`config.mk`:
```
export PLATFORM = sky130hd
export DESIGN_NAME = particle_code_pattern_match_unit
export DESIGN_NICKNAME = d
export VERILOG_FILES = /design/src/rtl/pcpm_pkg.sv /design/src/rtl/pcpm_quark_match.sv /design/src/rtl/particle_code_pattern_match_unit.sv
export SDC_FILE = /design/constraint.sdc
export NUM_CORES = 1
export LEC_CHECK = 0
export ABC_AREA = 1
export BUFFER_PORTS_ARGS = -buffer_cell sky130_fd_sc_hd__buf_2
export CORE_ASPECT_RATIO = 0.5
export CORE_MARGIN = 2
export CORE_UTILIZATION = 65
export DETAILED_ROUTE_END_ITERATION = 6
export GPL_ROUTABILITY_DRIVEN = 0
export PLACE_DENSITY = 0.86
export SYNTH_ARGS = -nofsm -noshare
export SYNTH_HDL_FRONTEND = slang
export SYNTH_SLANG_ARGS = --single-unit
```
`constraint.sdc`:
```
create_clock -name clk -period 11.9 [get_ports clk]
set_input_delay 2.38 -clock clk [delete_from_list [all_inputs] [get_ports clk]]
set_output_delay 2.38 -clock clk [all_outputs]
set_load 0.02 [all_outputs]
```
`src/rtl/pcpm_pkg.sv`:
```
// pcpm_pkg: types, register codes, constants and helper functions of the
// particle code pattern match unit; no dependencies, used by every rtl file
package pcpm_pkg;

    // input item and result item
    typedef struct packed {
        logic signed [31:0] particle_code;
        logic [7:0]         daughter_count;
        logic               collect_requested;
    } item_t;

    typedef struct packed {
        logic matched;
        logic collect_item;
    } result_t;

    // decimal digits of the code magnitude, handed to the quark matcher
    typedef struct packed {
        logic       has_quarks;
        logic       negative;
        logic [3:0] digit3;
        logic [3:0] digit2;
        logic [3:0] digit1;
    } digit_set_t;

    // match modes
    typedef enum logic [1:0] {
        MODE_ANY     = 2'd0,
        MODE_EXACT   = 2'd1,
        MODE_QUARK   = 2'd2,
        MODE_QUANTUM = 2'd3
    } match_mode_t;

    // configuration register indexes
    localparam int CFG_INDEX_W = 3;
    localparam int CFG_DATA_W  = 32;
    localparam logic [CFG_INDEX_W-1:0] REG_MATCH_MODE  = 3'd0;
    localparam logic [CFG_INDEX_W-1:0] REG_TARGET_CODE = 3'd1;
    localparam logic [CFG_INDEX_W-1:0] REG_MATCH_FLAGS = 3'd2;
    localparam logic [CFG_INDEX_W-1:0] REG_QUARK_A     = 3'd3;
    localparam logic [CFG_INDEX_W-1:0] REG_QUARK_B     = 3'd4;
    localparam logic [CFG_INDEX_W-1:0] REG_QUARK_C     = 3'd5;

    // match flag bit positions
    localparam int FLAG_CONJ   = 0;
    localparam int FLAG_OSC    = 1;
    localparam int FLAG_NOSC   = 2;
    localparam int FLAG_INV    = 3;
    localparam int FLAG_STABLE = 4;
    localparam int FLAG_LIFT   = 5;

    // codes that are their own charge conjugate
    localparam int NUM_SELF_CONJ = 23;
    localparam logic [31:0] SELF_CONJ [0:NUM_SELF_CONJ-1] = '{
        32'd12, 32'd22, 32'd23, 32'd25, 32'd35, 32'd36, 32'd111, 32'd113,
        32'd115, 32'd130, 32'd221, 32'd223, 32'd310, 32'd331, 32'd333,
        32'd441, 32'd443, 32'd445, 32'd10441, 32'd20113, 32'd20443,
        32'd100443, 32'd9000111
    };

    // 16^i mod 10000, weight of each nibble in the residue sum
    localparam logic [13:0] NIB_WEIGHT [0:7] = '{
        14'd1, 14'd16, 14'd256, 14'd4096, 14'd5536, 14'd8576, 14'd7216, 14'd5456
    };

    // reciprocal of 10000, exact quotient for any 19-bit residue sum
    localparam logic [19:0] RECIP_10000 = 20'd858994;
    localparam int          RECIP_SHIFT = 33;

    // magnitude limits for quark decoding
    localparam logic [31:0] MIN_QUARK_MAG = 32'd110;
    localparam logic [31:0] ION_LOW       = 32'd1000000000;
    localparam logic [31:0] ION_HIGH      = 32'd2000000000;

    function automatic logic is_self_conj(input logic [31:0] code);
        logic hit;
        hit = 1'b0;
        for (int i = 0; i < NUM_SELF_CONJ; i++) begin
            if (code == SELF_CONJ[i])
            begin
                hit = 1'b1;
            end
        end
        return hit;
    endfunction

    // quotient of a value below 10000 by 1000
    function automatic logic [3:0] div1000(input logic [13:0] v);
        logic [3:0] q;
        q = 4'd0;
        for (int k = 1; k < 10; k++)
        begin
            if (v >= 14'(k * 1000))
            begin
                q = 4'(k);
            end
        end
        return q;
    endfunction

    // quotient of a value below 1000 by 100
    function automatic logic [3:0] div100(input logic [9:0] v);
        logic [3:0] q;
        q = 4'd0;
        for (int k = 1; k < 10; k++) begin
            if ({1'b0, v} >= 11'(k * 100))
            begin
                q = 4'(k);
            end
        end
        return q;
    endfunction

    // quotient of a value below 100 by 10
    function automatic logic [3:0] div10(input logic [6:0] v);
        logic [3:0] q;
        q = 4'd0;
        for (int k = 1; k < 10; k++) begin
            if (v >= 7'(k * 10))
            begin
                q = 4'(k);
            end
        end
        return q;
    endfunction

    // quark digit: 7 to 9 mean no quark
    function automatic logic [2:0] quark_digit(input logic [3:0] d);
        return (d > 4'd6) ? 3'd0 : d[2:0];
    endfunction

    // signed quark to pattern code: 0 none, 1-6 quark, 7-12 antiquark
    function automatic logic [3:0] quark_code(input logic [2:0] mag, input logic anti,
                                              input logic conj);
        logic [3:0] code;
        if (mag == 3'd0)
        begin
            code = 4'd0;
        end
        else if (anti == conj)
        begin
            code = {1'b0, mag};
        end
        else
        begin
            code = {1'b0, mag} + 4'd6;
        end
        return code;
    endfunction

    function automatic logic slot(input logic [3:0] p, input logic [3:0] q);
        return (p == 4'd0) || (p == q);
    endfunction

    // pattern against quarks under all six orderings
    function automatic logic perm_match(input logic [3:0] a, input logic [3:0] b,
                                        input logic [3:0] c, input logic [3:0] x,
                                        input logic [3:0] y, input logic [3:0] z);
        return (slot(a, x) && slot(b, y) && slot(c, z)) ||
               (slot(a, x) && slot(b, z) && slot(c, y)) ||
               (slot(a, y) && slot(b, x) && slot(c, z)) ||
               (slot(a, y) && slot(b, z) && slot(c, x)) ||
               (slot(a, z) && slot(b, x) && slot(c, y)) ||
               (slot(a, z) && slot(b, y) && slot(c, x));
    endfunction

endpackage

```
`src/rtl/pcpm_quark_match.sv`:
```
// pcpm_quark_match: decodes three decimal digits into signed quarks and
// matches them against the wildcard pattern; depends on pcpm_pkg
module pcpm_quark_match (
    input  pcpm_pkg::digit_set_t digits,
    input  logic [3:0]           pattern_a,
    input  logic [3:0]           pattern_b,
    input  logic [3:0]           pattern_c,
    input  logic                 conj_en,
    output logic                 hit
);
    import pcpm_pkg::*;

    logic [2:0] d3, d2, d1;
    logic [2:0] q1_mag, q2_mag, q3_mag;
    logic       q1_anti, q2_anti, q3_anti;
    logic [3:0] x_code, y_code, z_code;
    logic [3:0] xc_code, yc_code, zc_code;

    // digit to quark decode
    always_comb
    begin
        d3 = quark_digit(digits.digit3);
        d2 = quark_digit(digits.digit2);
        d1 = quark_digit(digits.digit1);
        q1_mag  = 3'd0;
        q2_mag  = 3'd0;
        q3_mag  = 3'd0;
        q1_anti = 1'b0;
        q2_anti = 1'b0;
        q3_anti = 1'b0;
        if (digits.has_quarks)
        begin
            if (d3 == 3'd0)
            begin
                // meson: odd digits are down type, sign follows charge
                q1_mag  = d2;
                q1_anti = d2[0];
                q2_mag  = d1;
                if ((d2 != 3'd0) && (d1[0] == d2[0]))
                begin
                    q2_anti = ~d1[0];
                end
                else
                begin
                    q2_anti = d1[0];
                end
            end
            else
            begin
                q1_mag = d3;
                q2_mag = d2;
                q3_mag = d1;
            end
            q1_anti = q1_anti ^ digits.negative;
            q2_anti = q2_anti ^ digits.negative;
            q3_anti = q3_anti ^ digits.negative;
        end
    end

    // pattern codes, plain and conjugated
    always_comb
    begin
        x_code  = quark_code(q1_mag, q1_anti, 1'b0);
        y_code  = quark_code(q2_mag, q2_anti, 1'b0);
        z_code  = quark_code(q3_mag, q3_anti, 1'b0);
        xc_code = quark_code(q1_mag, q1_anti, 1'b1);
        yc_code = quark_code(q2_mag, q2_anti, 1'b1);
        zc_code = quark_code(q3_mag, q3_anti, 1'b1);
        hit = perm_match(pattern_a, pattern_b, pattern_c, x_code, y_code, z_code) ||
              (conj_en &&
               perm_match(pattern_a, pattern_b, pattern_c, xc_code, yc_code, zc_code));
    end

endmodule

```
`src/rtl/particle_code_pattern_match_unit.sv`:
```
// particle_code_pattern_match_unit: top level of the pattern matcher
// depends on pcpm_pkg and pcpm_quark_match
//
// usage
// - configuration: write cfg_data to register cfg_index while cfg_we is high;
//   0 mode, 1 target code, 2 flags, 3..5 pattern quarks; other indexes ignored
// - input: an item transfers at a clock edge with start high and busy low;
//   busy is always low, so one item can transfer in every cycle
// - output: done strobes for one cycle with the result; the result of an item
//   passes through the stage 1, stage 2 and output registers before it shows
// - throughput: one item per cycle, set by a three-register pipeline
//   (residue sum of the code magnitude, thousands digit, final match)
// - reset: all configuration registers clear to zero (match anything) and the
//   pipeline empties; no clearing pass is needed
// - the receiver cannot stall, each result is presented exactly once
module particle_code_pattern_match_unit (
    input  logic                                  clk,
    input  logic                                  rst_n,
    input  logic                                  start,
    output logic                                  busy,
    input  pcpm_pkg::item_t                       item,
    output logic                                  done,
    output pcpm_pkg::result_t                     result,
    input  logic                                  cfg_we,
    input  logic [pcpm_pkg::CFG_INDEX_W-1:0]      cfg_index,
    input  logic [pcpm_pkg::CFG_DATA_W-1:0]       cfg_data
);
    import pcpm_pkg::*;

    // configuration registers
    match_mode_t        mode_reg;
    logic signed [31:0] target_reg;
    logic [5:0]         flags_reg;
    logic [3:0]         quark_a_reg, quark_b_reg, quark_c_reg;

    // stage 1 registers
    logic        v1_reg;
    logic [18:0] sum_reg;
    logic [18:0] sum_next;
    logic        neg1_reg, has_q1_reg, exact1_reg, zero_dau1_reg, want1_reg;
    logic        has_q_next, exact_next;

    // stage 2 registers
    logic        v2_reg;
    logic [3:0]  d3_reg;
    logic [3:0]  d3_next;
    logic [9:0]  r3_reg;
    logic [9:0]  r3_next;
    logic        neg2_reg, has_q2_reg, exact2_reg, zero_dau2_reg, want2_reg;

    // output registers
    logic        done_reg;
    result_t     result_reg;
    result_t     result_next;

    logic [31:0] code_u, mag, conj_target;
    logic [38:0] quot_prod;
    logic [5:0]  quot;
    logic [18:0] rem_full;
    logic [13:0] rem10000;
    logic [3:0]  d2, d1;
    logic [6:0]  r2;
    logic        accept, quark_hit, res;
    digit_set_t  digits;

    assign accept = start && !busy;
    assign busy   = 1'b0;
    assign done   = done_reg;
    assign result = result_reg;

    // configuration writes
    always_ff @(posedge clk or negedge rst_n)
    begin
        if (!rst_n)
        begin
            mode_reg    <= MODE_ANY;
            target_reg  <= '0;
            flags_reg   <= '0;
            quark_a_reg <= '0;
            quark_b_reg <= '0;
            quark_c_reg <= '0;
        end
        else if (cfg_we)
        begin
            case (cfg_index)
                REG_MATCH_MODE:  mode_reg    <= match_mode_t'(cfg_data[1:0]);
                REG_TARGET_CODE: target_reg  <= signed'(cfg_data[31:0]);
                REG_MATCH_FLAGS: flags_reg   <= cfg_data[5:0];
                REG_QUARK_A:     quark_a_reg <= cfg_data[3:0];
                REG_QUARK_B:     quark_b_reg <= cfg_data[3:0];
                REG_QUARK_C:     quark_c_reg <= cfg_data[3:0];
                default:         ;
            endcase
        end
    end

    // stage 1: magnitude, ion test, exact compare, residue sum mod 10000
    always_comb
    begin
        code_u = unsigned'(item.particle_code);
        mag    = code_u[31] ? (~code_u + 32'd1) : code_u;
        has_q_next = (mag >= MIN_QUARK_MAG) && !((mag >= ION_LOW) && (mag < ION_HIGH));
        conj_target = is_self_conj(unsigned'(target_reg)) ? unsigned'(target_reg)
                                                          : (~unsigned'(target_reg) + 32'd1);
        exact_next = (code_u == unsigned'(target_reg)) ||
                     (flags_reg[FLAG_CONJ] && (code_u == conj_target));
        sum_next = '0;
        for (int i = 0; i < 8; i++)
        begin
            sum_next = sum_next + ({15'd0, mag[4*i +: 4]} * {5'd0, NIB_WEIGHT[i]});
        end
    end

    always_ff @(posedge clk or negedge rst_n)
    begin
        if (!rst_n)
        begin
            v1_reg <= 1'b0;
        end
        else
        begin
            v1_reg <= accept;
        end
    end

    always_ff @(posedge clk)
    begin
        sum_reg       <= sum_next;
        neg1_reg      <= code_u[31];
        has_q1_reg    <= has_q_next;
        exact1_reg    <= exact_next;
        zero_dau1_reg <= (item.daughter_count == 8'd0);
        want1_reg     <= item.collect_requested;
    end

    // stage 2: reduce residue mod 10000 by reciprocal, thousands digit
    always_comb
    begin
        quot_prod = {20'd0, sum_reg} * {19'd0, RECIP_10000};
        quot      = quot_prod[RECIP_SHIFT +: 6];
        rem_full  = sum_reg - ({13'd0, quot} * 19'd10000);
        rem10000  = rem_full[13:0];
        d3_next   = div1000(rem10000);
        r3_next   = 10'(rem10000 - ({10'd0, d3_next} * 14'd1000));
    end

    always_ff @(posedge clk or negedge rst_n)
    begin
        if (!rst_n)
        begin
            v2_reg <= 1'b0;
        end
        else
        begin
            v2_reg <= v1_reg;
        end
    end

    always_ff @(posedge clk)
    begin
        d3_reg        <= d3_next;
        r3_reg        <= r3_next;
        neg2_reg      <= neg1_reg;
        has_q2_reg    <= has_q1_reg;
        exact2_reg    <= exact1_reg;
        zero_dau2_reg <= zero_dau1_reg;
        want2_reg     <= want1_reg;
    end

    // stage 3: hundreds and tens digits, quark match
    always_comb
    begin
        d2 = div100(r3_reg);
        r2 = 7'(r3_reg - ({6'd0, d2} * 10'd100));
        d1 = div10(r2);
        digits.has_quarks = has_q2_reg;
        digits.negative   = neg2_reg;
        digits.digit3     = d3_reg;
        digits.digit2     = d2;
        digits.digit1     = d1;
    end

    pcpm_quark_match u_quark_match (
        .digits    (digits),
        .pattern_a (quark_a_reg),
        .pattern_b (quark_b_reg),
        .pattern_c (quark_c_reg),
        .conj_en   (flags_reg[FLAG_CONJ]),
        .hit       (quark_hit)
    );

    // mode select and flag handling
    always_comb
    begin
        res = 1'b0;
        case (mode_reg)
            MODE_ANY:
            begin
                res = 1'b1;
            end
            MODE_EXACT:
            begin
                res = exact2_reg;
                if (flags_reg[FLAG_OSC] || flags_reg[FLAG_NOSC])
                begin
                    res = 1'b0;
                end
                if (flags_reg[FLAG_INV])
                begin
                    res = !res;
                end
                if (flags_reg[FLAG_STABLE])
                begin
                    res = res && zero_dau2_reg;
                end
            end
            MODE_QUARK:
            begin
                res = quark_hit;
            end
            default:
            begin
                res = 1'b0;
            end
        endcase
        result_next.matched      = res;
        result_next.collect_item = res && flags_reg[FLAG_LIFT] && want2_reg;
    end

    always_ff @(posedge clk or negedge rst_n)
    begin
        if (!rst_n)
        begin
            done_reg <= 1'b0;
        end
        else
        begin
            done_reg <= v2_reg;
        end
    end

    always_ff @(posedge clk)
    begin
        result_reg <= result_next;
    end

    // a result strobe follows every item in the last stage, and only then
    a_done_follows_stage2: assert property (@(posedge clk) disable iff (!rst_n)
        done == $past(v2_reg))
        else $error("result strobe does not follow the last pipeline stage");

    // a collected item is always a matched one
    a_collect_needs_match: assert property (@(posedge clk) disable iff (!rst_n)
        (done && result.collect_item) |-> result.matched)
        else $error("collect flag without a match");

    // match-anything mode always matches
    a_any_matches: assert property (@(posedge clk) disable iff (!rst_n)
        (done && $past(mode_reg == MODE_ANY)) |-> result.matched)
        else $error("match-anything mode missed");

    // quantum mode never matches
    a_quantum_misses: assert property (@(posedge clk) disable iff (!rst_n)
        (done && $past(mode_reg == MODE_QUANTUM)) |-> !result.matched)
        else $error("quantum mode matched");

endmodule

```
==> flow_summary.ini <==
[floorplanning]
ios = 84
chipHeight_microns = 126
core_sq_um = 29200
die-area_sq_um = 31400
start_util_pct = 66.6
die_w_microns = 249
num_rows = 44

[global_route]
met1_usage_pct = 41.5
grtUsageMet2_pct = 56.6
grt_pass1_wl_microns = 84200
busiest_layer = met2
grt_use_total_pct = 32.5
grt_max_degree = 56
grt_overflow = 0
grt_util_met3_pct = 4.53
grt_pass1_vias = 17915
antenna_found_initial = 0

[clock_tree]
cts_buffers = 9
cts.clk_slew.worst_paths_ps = 80
cts.htree.levels = 3
clockRootBuffer = clkbuf_16
clockBufferDepth = 2
cts_sinks = 99
cts_tree = yes
clock_latency_ps = 370

[placement]
hpwl_microns = 42100
io_buffers = 82

[setup_path]
required_ps = 12160
crit_path_max_incr_delay_ps = 550
cpMostUsedCell = inv_1
cpMaxStageDelayCell = fa_1
crit_arrival_ps = 11820
worstPathMaxFanout = 7
worstSetupPathType = reg2reg
start_kind = flop
end_kind = flop
r2r_slack_ps = 340

[run_status]
violations = DRC
status = finished with violations

[cells_and_area]
antennaDiodeCount = 0
drive_gt1_share_pct = 9.51
area_delta_synth_final_pct = 7.69
largest_reg_flops = 32
final_cell_mix = inv_1 (604), nand2_1 (451), ha_1 (271)
layout.nets = 3274
multi_input_area_sq_um = 14900
n_fill_cell = 2284
regArea_sq_um = 2300
final_common_cell = inv_1

[synth]
yosysWarnings = 0
syn_nets = 3191
synth-edff-count = 0
synth_ff_type = dfrtp_1
synthCells = 2646
synthArstFlopShare_pct = 55.6
ys_types = 72
ys_seq_area_share_pct = 11.6
synth_area_sq_um = 19400
ys_ff_latch = 99
synth_area_per_cell_sq_um = 7.34

[job]
maxCapViolCount = 0

[hold_path]
hp-class = reg2reg

[sta]
finalClockSkew_ps = 19.5
fin_crit_sh_pct = 97.2
fmax_mhz = 86.5
max_slew_margin_pct = 46.8
finalSetupViolCount = 0
slew_viol_final = 0
hold_violations = 0
whs_ps = 332
worstMarginPinSlew_ps = 789
min_period_ps = 11560

[route]
wire_per_inst_microns = 16.4
finalWirelength_microns = 51100
antenna_left = 0
drt_iter0_markers = 1852
drt-pass1-iter-count = 7
vias = 17866
routed_via_density = 5.72
drc = 1
## per-stage QoR
stage	cell area, sq um	setup TNS [ps]	setup WS (ps)	utilization, %	instances
2_1_floorplan	19400	0	875	-	2646
5_1_grt	20900	-140	-140	71.7	3125
4_1_cts	20600	0	14.9	70.6	3118
6_report	20900	0	338	71.7	3125
3_5_place_dp	20300	0	91.6	69.5	3102
3_3_place_gp	20300	0	404	69.5	3102
## cells in the mapped netlist (13+ instances only)
cell type | number | area [sq um]
clkbuf_1 | 19 | 71.3
nor4_1 | 25 | 156
xor2_1 | 116 | 1020
fa_1 | 182 | 3640
xnor2_1 | 33 | 289
nand4_1 | 46 | 288
nand3_1 | 137 | 686
nand2_2 | 13 | 81.3
a21oi_1 | 125 | 626
inv_2 | 18 | 67.6
nand2_1 | 457 | 1720
nor2_1 | 207 | 777
dfxtp_1 | 44 | 881
inv_1 | 607 | 2280
mux2_2 | 15 | 169
nor3_1 | 29 | 145
dfrtp_1 | 55 | 1380
o21ai_0 | 84 | 420
ha_1 | 283 | 3540
## worst paths after layout
| path | end | from | depth (start not counted) |
|---|---|---|---|
| max in group asynchronous | target_reg[26] | rst_n | 2 |
| worst min register to register | neg2_reg | neg1_reg | 0 |
| worst max register to register | r3_reg[9] | sum_reg[0] | 51 |
| worst min-delay path | neg2_reg | neg1_reg | 0 |
| min in group asynchronous | flags_reg[5] | rst_n | 2 |
| worst max-delay path | r3_reg[9] | sum_reg[0] | 51 |
## cells by family after synthesis
logic type,count (synthesis),synth area share (%)
buffers and inverters,653,12.7
AND/OR/NAND/NOR,964,22.1
flip-flops,99,11.6
other,1,0.0193
AO/OA/AOI/OAI,298,8.83
adder cells (fa/ha/maj),465,37.0
XOR/XNOR,151,6.88
multiplexers,15,0.869
## critical path, delay by kind of cell (launching register included)
family	cells	cell delay [ps]
fa+ha+maj	16	6670
simple gates	11	1360
xor+xnor	6	1360
buf+inv	14	1170
compound gates	4	530
flops	1	350
## timing repair
action / CTS / global route
hold buffers: 0 / 0
setup buffers: 0 / 7
gates resized for setup: 0 / 74
setup endpoints to repair: 0 / 3
## routing by layer
| layer | up-vias | part of all wire (%) |
|---|---|---|
| met4 | 0 | 3.5 |
| met3 | 152 | 7.5 |
| met5 | - | 0 |
| met2 | 818 | 47 |
| li1 | 8495 | - |
| met1 | 8401 | 42 |
## cell type report
type	instances	area share (%)
Clock buffer	9	1.08
Timing Repair Buffer	99	2.57
Tap cell	391	2.34
Sequential cell	99	11.0
Multi-Input combinational cell	1894	71.4
Inverter	626	11.2
Clock inverter	7	0.424
Power is not shown: default switching activity piles up to over one toggle a cycle in this logic, so the estimate is an artifact.
